**config.mk**
```make
export PLATFORM = sky130hd
export DESIGN_NAME = ascii_hex_frame_receiver
export DESIGN_NICKNAME = d
export VERILOG_FILES = /design/src/sv/ahfr_pkg.sv /design/src/sv/ascii_hex_frame_receiver.sv
export VERILOG_INCLUDE_DIRS = /design/src /design/src/sv
export SDC_FILE = /design/constraint.sdc
export NUM_CORES = 1
export LEC_CHECK = 0
export BUFFER_PORTS_ARGS = -buffer_cell sky130_fd_sc_hd__clkbuf_2
export CAP_MARGIN = 10
export CORE_UTILIZATION = 55
export CTS_BUF_LIST = sky130_fd_sc_hd__clkbuf_8
export DETAILED_ROUTE_END_ITERATION = 10
export GPL_TIMING_DRIVEN = 1
export PLACE_DENSITY = 0.77
export SYNTH_ARGS = -nofsm -noshare
export SYNTH_HDL_FRONTEND = slang
export SYNTH_SLANG_ARGS = --single-unit
```
**constraint.sdc**
```tcl
create_clock -name clk -period 5.8 [get_ports clk]
set_clock_uncertainty 0.15 [all_clocks]
set_input_delay 1.16 -clock clk [delete_from_list [all_inputs] [get_ports clk]]
set_output_delay 1.16 -clock clk [all_outputs]
set_load 0.1 [all_outputs]
```
**src/sv/assert_macros.svh**
```systemverilog
// Assertion macros used by the RTL module.
`ifndef ASSERT_MACROS_SVH
`define ASSERT_MACROS_SVH

// Check prop at every rising clk edge outside reset.
`define AHFR_ASSERT(label, prop, msg) \
	label: assert property (@(posedge clk) disable iff (!arst_n) (prop)) else $error(msg);

// Check that trig implies prop in the next cycle.
`define AHFR_ASSERT_NEXT(label, trig, prop, msg) \
	label: assert property (@(posedge clk) disable iff (!arst_n) (trig) |=> (prop)) \
		else $error(msg);

`endif

```
**src/sv/ahfr_pkg.sv**
```systemverilog
// Constants, types and hex decode helpers for the ASCII hex frame receiver.
package ahfr_pkg;

	localparam int unsigned MAX_FRAME = 128;

	localparam int unsigned PADDR_W = 4;

	// register indexes (word address bits [3:2])
	localparam logic [1:0] REG_WRITE_TYPE = 2'd0;
	localparam logic [1:0] REG_READ_TYPE  = 2'd1;
	localparam logic [1:0] REG_CMD_TYPE   = 2'd2;

	localparam logic [7:0] WRITE_TYPE_RST = 8'd1;
	localparam logic [7:0] READ_TYPE_RST  = 8'd2;
	localparam logic [7:0] CMD_TYPE_RST   = 8'd3;

	// status codes
	localparam logic [2:0] ST_STORED   = 3'd0;
	localparam logic [2:0] ST_RESTART  = 3'd1;
	localparam logic [2:0] ST_ABORT    = 3'd2;
	localparam logic [2:0] ST_OVERFLOW = 3'd3;
	localparam logic [2:0] ST_COMPLETE = 3'd4;
	localparam logic [2:0] ST_IGNORED  = 3'd5;
	localparam logic [2:0] ST_TIMEOUT  = 3'd6;

	// request kinds
	localparam logic REQ_BYTE    = 1'b0;
	localparam logic REQ_TIMEOUT = 1'b1;

	// characters
	localparam logic [7:0] CH_COLON = 8'h3A;
	localparam logic [7:0] CH_LF    = 8'h0A;
	localparam logic [7:0] CH_CR    = 8'h0D;
	localparam logic [7:0] CH_4     = 8'h34;
	localparam logic [7:0] CH_5     = 8'h35;

	// frame layout
	localparam logic [7:0] POS_TYPE     = 8'd15;
	localparam logic [7:0] FIXED_LEN    = 8'd4;
	localparam logic [8:0] FRAME_OVHD   = 9'd20;
	localparam logic [8:0] LAST_OFFSET  = 9'd19;

	typedef struct packed {
		logic [2:0] status;
		logic [7:0] byte_index;
		logic [7:0] byte_echo;
		logic [7:0] frame_kind;
		logic [7:0] payload_length;
	} rsp_t;

	function automatic logic [3:0] hex_nibble(input logic [7:0] c);
		logic [7:0] v;
		v = 8'd0;
		if (c >= 8'h30 && c <= 8'h39) begin
			v = c - 8'h30;
		end else if (c >= 8'h41 && c <= 8'h46) begin
			v = c - 8'h37;
		end else if (c >= 8'h61 && c <= 8'h66) begin
			v = c - 8'h57;
		end
		return v[3:0];
	endfunction

	function automatic logic [7:0] hex_pair(input logic [7:0] hi, input logic [7:0] lo);
		return {hex_nibble(hi), hex_nibble(lo)};
	endfunction

endpackage

```
**src/sv/ascii_hex_frame_receiver.sv**
```systemverilog
// ASCII hex frame receiver: frames ':'-started, CR LF-ended packets one word at a time.
//
// Each accepted word (a received character or a timeout tick) yields one result word in the
// output stage. One word per cycle is taken back to back: the next frame state comes from
// combinational compare-and-count logic, and a two-entry output stage (result register plus
// skid register) keeps input accepted while one result waits. req_ready drops only when both
// output entries are full. Frame type codes are set over the APB port at 0x0, 0x4 and 0x8.
`include "assert_macros.svh"

module ascii_hex_frame_receiver (
	input  logic                              clk,
	input  logic                              arst_n,
	input  logic                              psel,
	input  logic                              penable,
	input  logic                              pwrite,
	input  logic [ahfr_pkg::PADDR_W-1:0]      paddr,
	input  logic [31:0]                       pwdata,
	output logic [31:0]                       prdata,
	output logic                              pready,
	input  logic                              req_valid,
	output logic                              req_ready,
	input  logic                              req_type,
	input  logic [7:0]                        rx_byte,
	output logic                              rsp_valid,
	input  logic                              rsp_ready,
	output logic [2:0]                        status,
	output logic [7:0]                        byte_index,
	output logic [7:0]                        byte_echo,
	output logic [7:0]                        frame_kind,
	output logic [7:0]                        payload_length
);

	logic [7:0] write_type_q, read_type_q, cmd_type_q;

	logic [7:0] position_q, position_d;
	logic [8:0] exp_size_q, exp_size_d;
	logic [7:0] length_q, length_d;
	logic [7:0] kind_q, kind_d;
	logic [7:0] caps_q [4];
	logic [7:0] caps_d [4];
	logic [7:0] last_q, last_d;
	logic       hold_q, hold_d;

	logic [8:0] next_pos;
	logic [7:0] pair_kind, pair_len;
	logic       do_clear;
	ahfr_pkg::rsp_t rsp_d, out_q, skid_q;
	logic       out_vld_q, skid_vld_q;
	logic       push, pop, cfg_wr;

	// ---------------- configuration ----------------
	assign pready = 1'b1;
	assign cfg_wr = psel & penable & pwrite & pready;

	always_ff @(posedge clk or negedge arst_n) begin
		if (!arst_n) begin
			write_type_q <= ahfr_pkg::WRITE_TYPE_RST;
			read_type_q  <= ahfr_pkg::READ_TYPE_RST;
			cmd_type_q   <= ahfr_pkg::CMD_TYPE_RST;
		end else if (cfg_wr) begin
			unique case (paddr[3:2])
				ahfr_pkg::REG_WRITE_TYPE: write_type_q <= pwdata[7:0];
				ahfr_pkg::REG_READ_TYPE:  read_type_q  <= pwdata[7:0];
				ahfr_pkg::REG_CMD_TYPE:   cmd_type_q   <= pwdata[7:0];
				default: ;
			endcase
		end
	end

	always_comb begin
		unique case (paddr[3:2])
			ahfr_pkg::REG_WRITE_TYPE: prdata = {24'd0, write_type_q};
			ahfr_pkg::REG_READ_TYPE:  prdata = {24'd0, read_type_q};
			ahfr_pkg::REG_CMD_TYPE:   prdata = {24'd0, cmd_type_q};
			default:                  prdata = 32'd0;
		endcase
	end

	// ---------------- handshake ----------------
	assign req_ready = !skid_vld_q;
	assign push      = req_valid & req_ready;
	assign pop       = out_vld_q & rsp_ready;

	// ---------------- frame step ----------------
	assign next_pos  = {1'b0, position_q} + 9'd1;
	assign pair_kind = ahfr_pkg::hex_pair(caps_q[2], caps_q[3]);
	assign pair_len  = ahfr_pkg::hex_pair(last_q, rx_byte);

	always_comb begin
		position_d = position_q;
		exp_size_d = exp_size_q;
		length_d   = length_q;
		kind_d     = kind_q;
		caps_d     = caps_q;
		last_d     = last_q;
		hold_d     = hold_q;
		do_clear   = 1'b0;
		rsp_d.status     = ahfr_pkg::ST_STORED;
		rsp_d.byte_index = 8'd0;
		rsp_d.byte_echo  = 8'd0;

		if (req_type == ahfr_pkg::REQ_TIMEOUT) begin
			do_clear     = 1'b1;
			hold_d       = 1'b0;
			rsp_d.status = ahfr_pkg::ST_TIMEOUT;
		end else if (hold_q) begin
			rsp_d.status = ahfr_pkg::ST_IGNORED;
		end else begin
			rsp_d.byte_index = position_q;
			rsp_d.byte_echo  = rx_byte;
			if (rx_byte == ahfr_pkg::CH_COLON && position_q != 8'd0) begin
				rsp_d.byte_index = 8'd0;
				rsp_d.status     = ahfr_pkg::ST_RESTART;
			end else begin
				case (position_q)
					8'd0: caps_d[0] = rx_byte;
					8'd1: caps_d[1] = rx_byte;
					8'd8: caps_d[2] = rx_byte;
					8'd9: caps_d[3] = rx_byte;
					default: ;
				endcase
				if (position_q == ahfr_pkg::POS_TYPE) begin
					kind_d = pair_kind;
					if (pair_kind == write_type_q) begin
						length_d   = pair_len;
						exp_size_d = ahfr_pkg::FRAME_OVHD + {1'b0, pair_len};
					end else if (pair_kind == read_type_q || pair_kind == cmd_type_q) begin
						length_d   = ahfr_pkg::FIXED_LEN;
						exp_size_d = ahfr_pkg::FRAME_OVHD + {1'b0, ahfr_pkg::FIXED_LEN};
					end
				end
				// LF only belongs in the last slot of a frame of known size
				if (rx_byte == ahfr_pkg::CH_LF &&
				    (exp_size_d == 9'd0 || {1'b0, position_q} != exp_size_d - 9'd1)) begin
					do_clear     = 1'b1;
					rsp_d.status = ahfr_pkg::ST_ABORT;
				end else if (position_q != 8'd0 &&
				             {1'b0, position_q} == ahfr_pkg::LAST_OFFSET + {1'b0, length_d} &&
				             caps_d[0] == ahfr_pkg::CH_COLON &&
				             (caps_d[1] == ahfr_pkg::CH_4 || caps_d[1] == ahfr_pkg::CH_5) &&
				             last_q == ahfr_pkg::CH_CR && rx_byte == ahfr_pkg::CH_LF) begin
					hold_d       = 1'b1;
					last_d       = rx_byte;
					rsp_d.status = ahfr_pkg::ST_COMPLETE;
				end else begin
					last_d = rx_byte;
					if (next_pos >= 9'(ahfr_pkg::MAX_FRAME)) begin
						do_clear     = 1'b1;
						rsp_d.status = ahfr_pkg::ST_OVERFLOW;
					end else begin
						position_d = next_pos[7:0];
					end
				end
			end
		end

		if (do_clear || rsp_d.status == ahfr_pkg::ST_RESTART) begin
			position_d = 8'd0;
			exp_size_d = 9'd0;
			caps_d[0]  = 8'd0;
			caps_d[1]  = 8'd0;
			caps_d[2]  = 8'd0;
			caps_d[3]  = 8'd0;
			last_d     = 8'd0;
		end
		// restart keeps the new ':' as the first character
		if (rsp_d.status == ahfr_pkg::ST_RESTART) begin
			caps_d[0]  = rx_byte;
			last_d     = rx_byte;
			position_d = 8'd1;
		end

		rsp_d.frame_kind     = kind_d;
		rsp_d.payload_length = length_d;
	end

	always_ff @(posedge clk or negedge arst_n) begin
		if (!arst_n) begin
			position_q <= 8'd0;
			exp_size_q <= 9'd0;
			length_q   <= 8'd0;
			kind_q     <= 8'd0;
			caps_q     <= '{default: 8'd0};
			last_q     <= 8'd0;
			hold_q     <= 1'b0;
		end else if (push) begin
			position_q <= position_d;
			exp_size_q <= exp_size_d;
			length_q   <= length_d;
			kind_q     <= kind_d;
			caps_q     <= caps_d;
			last_q     <= last_d;
			hold_q     <= hold_d;
		end
	end

	// ---------------- output stage ----------------
	always_ff @(posedge clk or negedge arst_n) begin
		if (!arst_n) begin
			out_vld_q  <= 1'b0;
			skid_vld_q <= 1'b0;
		end else begin
			if (pop && skid_vld_q) begin
				skid_vld_q <= 1'b0;
			end else if (push) begin
				if (!out_vld_q || pop) begin
					out_vld_q <= 1'b1;
				end else begin
					skid_vld_q <= 1'b1;
				end
			end else if (pop) begin
				out_vld_q <= 1'b0;
			end
		end
	end

	always_ff @(posedge clk) begin
		if (pop && skid_vld_q) begin
			out_q <= skid_q;
		end else if (push) begin
			if (!out_vld_q || pop) begin
				out_q <= rsp_d;
			end else begin
				skid_q <= rsp_d;
			end
		end
	end

	assign rsp_valid      = out_vld_q;
	assign status         = out_q.status;
	assign byte_index     = out_q.byte_index;
	assign byte_echo      = out_q.byte_echo;
	assign frame_kind     = out_q.frame_kind;
	assign payload_length = out_q.payload_length;

	// ---------------- checks ----------------
	`AHFR_ASSERT(a_skid_behind_out, !skid_vld_q || out_vld_q, "skid word without result word")
	`AHFR_ASSERT(a_pos_in_range, {1'b0, position_q} < 9'(ahfr_pkg::MAX_FRAME), "position overflow")
	`AHFR_ASSERT_NEXT(a_complete_holds, push && rsp_d.status == ahfr_pkg::ST_COMPLETE, hold_q, "complete frame not holding")
	`AHFR_ASSERT_NEXT(a_timeout_clears, push && req_type == ahfr_pkg::REQ_TIMEOUT, position_q == 8'd0 && !hold_q && exp_size_q == 9'd0, "timeout did not clear frame")

endmodule

```
Word-level counts from Yosys, hierarchy flattened
Cells that the tools add are included.
{"block": "op_classes", "order_cmp": 25, "n_reduce_logical": 49, "bitwise_logic": 6, "multipliers": 0, "div_mod_pow": 0, "addsub": 16, "shifts": 0, "n_eq_ne": 29, "n_mux": 94}
{"operator": "8-bit two-way mux", "count": 39}
{"operator": "32-bit two-way mux", "count": 4}
{"operator": "35-bit two-way mux", "count": 3}
{"operator": "9-bit two-way mux", "count": 10}
{"operator": "8-bit by 7-bit >= comparator with 1-bit output, second input constant", "count": 8}
{"operator": "8-bit by 7-bit <= comparator with 1-bit output, second input constant", "count": 8}
{"operator": "4-bit two-way mux", "count": 12}
{"operator": "8-bit by 4-bit == test with 1-bit output, second input constant", "count": 5}
{"operator": "8-bit by 6-bit == test with 1-bit output, second input constant", "count": 4}
{"operator": "8-bit by 6-bit >= comparator with 1-bit output, second input constant", "count": 4}
{"operator": "8-bit by 6-bit <= comparator with 1-bit output, second input constant", "count": 4}
{"operator": "16-bit two-way mux", "count": 2}
{"operator": "4-bit by 3-bit subtractor with 4-bit output, second input constant", "count": 8}
{"operator": "8-bit == test", "count": 3}
{"operator": "8-bit case mux with 3 select lines", "count": 1}
{"operator": "1-bit logical AND", "count": 20}
{"operator": "5-bit by 8-bit adder with 9-bit output, first input constant", "count": 2}
{"operator": "3-bit by 1-bit inequality test with 1-bit output, second input constant", "count": 6}
{"operator": "1-bit two-way mux", "count": 17}
{"operator": "4-bit by 1-bit subtractor with 4-bit output, second input constant", "count": 4}
{"operator": "3-bit two-way mux", "count": 5}
{"operator": "5-bit AND reduction", "count": 3}
{"operator": "2-bit AND reduction", "count": 5}
{"operator": "2-bit nonzero test", "count": 5}
{"operator": "23 further kinds", "count": 37}
{"block": "totals", "input_bits": 52, "ram_bits": 0, "memories": 0, "romBits": 0, "latch_bits": 0, "elab_cells": 244, "register_bits": 170}

Logic depth before layout (Yosys ltp)
{"block": "logic_depth", "depth_word": 29, "mapped_depth": 25, "depth_no_buf": 21}

Worst setup path after synthesis
OpenSTA, ideal clock, no wires.
{"block": "synth_path", "path_kind": "reg2reg", "startpoint": "register caps_q[0] in the netlist's numbering", "endpoint": "register caps_q[0] in the netlist's numbering", "t_required_ps": 5583, "path_stages_with_launch": 23, "synth_period_minus_slack_ps": 6094, "arrival_ps": 5878, "setup_slack_ps": -294, "cell_sequence": "dfrtp_1 > clkbuf_1 > inv_1 > ha_1 > o21ba_2 > and3_1 > or3_1 > a221oi_1 > nand4_1 > nor3_2 > buf_2 > nor2_1 > a21oi_1 > ha_1 > o31a_1 > o21ai_2 > or4_4 > a2111oi_4 > a41oi_2 > a221o_1 > buf_4 > nor4b_4 > a22o_1"}
{"block": "synth_via", "elab_chain_cells": 29, "word_cells_on_any_way": 61}
{"element": "start: declaration", "line_no": "ascii_hex_frame_receiver.sv:39", "rtl": "logic [7:0] caps_q [4];"}
{"element": "start signal: assignment", "line_no": "ascii_hex_frame_receiver.sv:191", "rtl": "caps_q <= caps_d;"}
{"element": "8-bit by 7-bit >= comparator with 1-bit output or 8-bit by 7-bit <= comparator with 1-bit output (tied branches)", "line_no": "ahfr_pkg.sv:58", "rtl": "end else if (c >= 8'h61 && c <= 8'h66) begin"}
{"element": "1-bit logical AND", "line_no": "ahfr_pkg.sv:58"}
{"element": "4-bit two-way mux", "line_no": "ahfr_pkg.sv:58"}
{"element": "4-bit two-way mux", "line_no": "ahfr_pkg.sv:56", "rtl": "end else if (c >= 8'h41 && c <= 8'h46) begin"}
{"element": "4-bit two-way mux *", "line_no": "ahfr_pkg.sv:54", "rtl": "if (c >= 8'h30 && c <= 8'h39) begin"}
{"element": "8-bit == test", "line_no": "ascii_hex_frame_receiver.sv:127", "rtl": "end else if (pair_kind == read_type_q || pair_kind == cmd_type_q) begin"}
{"element": "1-bit logical OR", "line_no": "ascii_hex_frame_receiver.sv:127"}
{"element": "8-bit two-way mux", "line_no": "ascii_hex_frame_receiver.sv:127"}
{"element": "[13 not listed]"}
{"element": "3-bit two-way mux", "line_no": "ascii_hex_frame_receiver.sv:133", "rtl": "if (rx_byte == ahfr_pkg::CH_LF &&"}
{"element": "3-bit two-way mux", "line_no": "ascii_hex_frame_receiver.sv:111", "rtl": "if (rx_byte == ahfr_pkg::CH_COLON && position_q != 8'd0) begin"}
{"element": "3-bit two-way mux", "line_no": "ascii_hex_frame_receiver.sv:106", "rtl": "end else if (hold_q) begin"}
{"element": "3-bit two-way mux", "line_no": "ascii_hex_frame_receiver.sv:102", "rtl": "if (req_type == ahfr_pkg::REQ_TIMEOUT) begin"}
{"element": "3-bit by 1-bit == test with 1-bit output", "line_no": "ascii_hex_frame_receiver.sv:157", "rtl": "if (do_clear || rsp_d.status == ahfr_pkg::ST_RESTART) begin"}
{"element": "1-bit logical OR *", "line_no": "ascii_hex_frame_receiver.sv:157"}
{"element": "2-bit by 1-bit inequality test with 1-bit output (no source line) or 2-bit nonzero test (tied branches)"}
{"element": "5-bit AND reduction (no source line)"}
Every way passes the cells marked *; elsewhere a longest branch is shown, timed or not. The select of a mux whose other input is x is not followed.
A chain may end at the register's enable or synchronous reset.

Worst setup path after layout
{"block": "layout_path", "startpoint": "register caps_q[0] in the netlist's numbering", "endpoint": "register position_q[2]"}
{"block": "layout_via", "elab_chain_cells": 29, "word_cells_on_any_way": 64}
{"element": "8-bit by 7-bit >= comparator with 1-bit output or 8-bit by 7-bit <= comparator with 1-bit output (tied branches)", "line_no": "ahfr_pkg.sv:58"}
{"element": "1-bit logical AND", "line_no": "ahfr_pkg.sv:58"}
{"element": "4-bit two-way mux", "line_no": "ahfr_pkg.sv:58"}
{"element": "4-bit two-way mux", "line_no": "ahfr_pkg.sv:56"}
{"element": "4-bit two-way mux *", "line_no": "ahfr_pkg.sv:54"}
{"element": "8-bit == test", "line_no": "ascii_hex_frame_receiver.sv:127"}
{"element": "1-bit logical OR", "line_no": "ascii_hex_frame_receiver.sv:127"}
{"element": "8-bit two-way mux", "line_no": "ascii_hex_frame_receiver.sv:127"}
{"element": "[13 not listed]"}
{"element": "3-bit two-way mux", "line_no": "ascii_hex_frame_receiver.sv:133"}
{"element": "3-bit two-way mux", "line_no": "ascii_hex_frame_receiver.sv:111"}
{"element": "3-bit two-way mux", "line_no": "ascii_hex_frame_receiver.sv:106"}
{"element": "3-bit two-way mux", "line_no": "ascii_hex_frame_receiver.sv:102"}
{"element": "3-bit by 1-bit == test with 1-bit output", "line_no": "ascii_hex_frame_receiver.sv:157, ascii_hex_frame_receiver.sv:167"}
{"element": "1-bit logical OR", "line_no": "ascii_hex_frame_receiver.sv:157"}
{"element": "3-bit by 1-bit inequality test with 1-bit output (no source line) or 8-bit two-way mux (tied branches)"}
{"element": "7-bit AND reduction (no source line) or 8-bit two-way mux (tied branches)"}
{"element": "end signal: assignment", "line_no": "ascii_hex_frame_receiver.sv:187", "rtl": "position_q <= position_d;"}
{"element": "end: declaration", "line_no": "ascii_hex_frame_receiver.sv:35", "rtl": "logic [7:0] position_q, position_d;"}
Marked as above.

==> summary.txt <==
Synthesis
  • Cells after synthesis: ~960
  • Post-synthesis mux area share: 0.0645
  • Synth Area in Adders: 0.0242
  • Post-synth cell types: 87
  • Synth Area per Inst: around 10 um^2
  • Yosys reg bits: 169
  • Largest family of logic cells by synthesized area: compound AO/OA/AOI/OAI gates
  • Yosys warnings: 0
  • Post-Synth XOR/XNOR Area: 0.0284
  • Simple-Gate Fraction of Synth Area: 0.165
  • Post-synth EDFFs: 70
  • Compound-Gate Fraction of Synth Area: 0.190
  • Sequential-to-total area share from yosys stat: 0.466
  • Synth Flop Type: dfrtp_1
  • Post-synthesis cell area: 9830 um^2
  • Share of flip-flops with an asynchronous set or reset: 0.586

Worst setup path
  • Maximum fanout along the worst path: 5
  • CP startpoint kind: flip-flop
  • Crit path capture: position_q[2]
  • R2r setup slk: 0.04 ns
  • CP Class: flip-flop to flip-flop
  • Reg-to-Reg End: position_q[2]
  • Worst EP arrival: 6.01 ns
  • Worst R2R Path Depth: 22
  • FF-to-FF Start: caps_q[0]
  • CP Data Required Time: 6.05 ns
  • Setup crit end kind: flip-flop
  • Crit. Startpoint: caps_q[0]

Timing
  • Final min period: 5.76 ns
  • RSZ-0062 raised after global routing: yes
  • Max_slew headroom: 0.209
  • Post-route clock period utilization: 0.993
  • Fin. Hold Viols: 0
  • Worst Setup Slack, final: 0.0419 ns
  • Fmax: 174 MHz
  • Worst hold slack: between 0.3 and 0.4 ns
  • Final setup fails: 0
  • Worst-margin pin slew: between 1 and 1.5 ns
  • Final Max Tran Viols: 0

Power
  • P_sw: 0.00227 W
  • Pwr Density: 407 nW/um^2
  • Switch share: 0.468
  • Clk pwr share: 0.174
  • Sequential share of power: 0.360
  • Comb pwr share: 0.466
  • Maximum vdd drop: 461 uV
  • Pint: 0.00258 W
  • Static Leakage: 5.10 nW

Die
  • Die Width: between 100 and 150 um
  • Die area: 18,400 um^2
  • Row Count: 48
  • Placeable Area: 17,400 um^2
  • I/O pins: ~120
  • Initial Util: 0.567
  • Die height: around 140 um

Run
  • MaxCap Viol Count: 0

Detailed routing
  • Via density: 5.95
  • Number of routed nets with antenna violations: 0
  • Pre-Repair DR Iteration Count: 5
  • Final WL: 24.9 mm
  • DR DRC count: 0
  • Via count: around 8,100
  • Routed length per instance: 18.3 um
  • 1st-iter DRT viols: slightly below 600

GRT
  • Initial antenna violation count: 0
  • First-pass GRT wire length: about 40 mm
  • Vias in the first global route: 7,737
  • Largest net degree at the start of global routing: 62
  • GRT overflow: 0
  • Total global-route track usage: 0.280

CTS
  • H-Tree Depth: 4
  • Worst-Skew Late Latency: roughly 0.47 ns
  • Clk root buf: clkbuf_8
  • Worst-case clock buffer depth: 2
  • Clock slew at the register clock pins of the worst setup and hold paths: ~0.09 ns
  • Sink Count: 169
  • Num CTS Buffers: 17
  • CTS tree: yes
  • CTS Hold Bufs: 0

Final layout
  • Most frequent cells in the layout: buf_4, dfrtp_1, nand2_1
  • Final nets: roughly 1,200
  • Commonest non-fill, non-tap cell in the layout: buf_4
  • Area grow syn2layout: 21.2%
  • Post-Layout Cell Count: 1,361
  • Filler instances: 1,281
  • ANT cells: 0
  • Ratio of cells with drive above 1 in the final layout: 0.315

Min path
  • Classification of the worst-slack hold path: flip-flop to flip-flop
  • Hold depth: 2

Placed design
  • GP Congestion: 0.922
  • Buffers added on ports: 70
  • Worst slack at placement: -0.204 ns
  • Post-DP HPWL: 17.7 mm
  • DP Cell Count: 1,313

Status
  • Outcome: completed
cells by family after synthesis:
family	Yosys count
xor+xnor	31
compound gates	255
fa+ha+maj	19
mux	58
other cells	2
flops	169
buf+inv	124
simple gates	299
cells in the mapped netlist, types with 8 or more instances:
master,count,area [um^2]
a21oi_1,35,175
a22o_1,23,201
a22oi_1,13,97.6
a32o_1,13,130
and2_1,17,106
and3_1,8,50.1
buf_4,27,203
clkbuf_1,36,135
dfrtp_1,95,2380
edfxtp_1,70,2100
ha_1,19,238
inv_1,48,180
mux2_2,43,484
mux2i_1,15,150
nand2_1,82,308
nand2b_1,10,62.6
nand3_1,13,65.1
nand4_1,12,75.1
nor2_1,60,225
nor2b_1,8,50.1
nor3_1,24,120
nor3b_1,8,60.1
o21ai_0,63,315
o21ai_1,8,40.0
o22ai_1,17,106
o31ai_1,8,60.1
or3_1,12,75.1
xnor2_1,15,131
xor2_1,15,131
registers in the layout (all words and copies together), names as in the netlist:
signal	count
frame_kind	8
position_q	8
exp_size_q	9
write_type_q	8
payload_length	8
read_type_q	8
skid_vld_q	1
kind_q	8
rsp_valid	1
caps_q	31
skid_q	35
last_q	8
cmd_type_q	8
length_q	8
byte_echo	8
status	3
byte_index	8
hold_q	1
final cells by class:
type	count	area, um^2	area share
inverter	48	180	0.0151
clock buffer	18	248	0.0208
multi-input combinational	687	5080	0.426
clock inverter	14	148	0.0124
timing repair buffer	200	1400	0.117
sequential	169	4590	0.385
tap	225	282	0.0236
worst min path at each step:
| stage | startpoint | endpoint | slack [ns] |
|---|---|---|---|
| final | kind_q[5] | kind_q[5] | 0.34 |
| after detailed placement | kind_q[5] | kind_q[5] | 0.32 |
| after CTS | kind_q[5] | kind_q[5] | 0.34 |
| after global routing | caps_q[18] | caps_q[18] | 0.36 |
| after floorplan | kind_q[0] | kind_q[0] | 0.29 |
| after global placement | kind_q[0] | kind_q[0] | 0.31 |
worst max-delay path, cell delays in order (launching register included):
cell,delay (ns)
dfrtp_2,0.42
inv_2,0.07
ha_4,0.17
o21ba_2,0.22
and3_4,0.19
or3_1,0.35
a222oi_1,0.40
buf_4,0.18
nand4_1,0.14
o32ai_4,0.37
nor2_4,0.09
a22oi_2,0.22
ha_2,0.21
o31a_1,0.17
o21ai_4,0.10
or4_4,0.45
a2111oi_4,0.32
a41oi_2,0.23
a221o_2,0.48
buf_4,0.20
buf_12,0.14
nor4_2,0.28
a221o_1,0.14
power by group through the flow:
stage               Combinational, W  Sequential (W)  Clock, W
floorplan                   0.000977         0.00246         0
global placement             0.00211         0.00175         0
detailed placement           0.00215         0.00177         0
CTS                          0.00219         0.00174  0.000856
global route                 0.00239         0.00179  0.000910
finish                       0.00226         0.00175  0.000843
layer usage:
metal / vias to the layer above / track usage / share of wire
met5: - / 0 / 0
met4: 0 / 0.0924 / 0.017
met3: 34 / 0.0471 / 0.057
met2: 274 / 0.446 / 0.48
met1: 3971 / 0.388 / 0.45
li1: 3818 / - / -
through the flow:
stage	power [W]	setup TNS [ns]	util	area [um^2]
2_1_floorplan	0.00344	0	-	9970
3_3_place_gp	0.00386	-3.49	0.637	11100
3_5_place_dp	0.00392	-6.85	0.637	11100
4_1_cts	0.00479	-0.0138	0.669	11600
5_1_grt	0.00509	-5.78	0.687	11900
6_report	0.00485	0	0.687	11900
timing repair:
action / 4_1_cts / 5_1_grt
setup buffers: 5 / 9
setup endpoints to repair: 51 / 55
resized for setup: 22 / 57
gates cloned: 1 / 1
pin swaps: 15 / 50
Power figures use the tool's default switching activity.
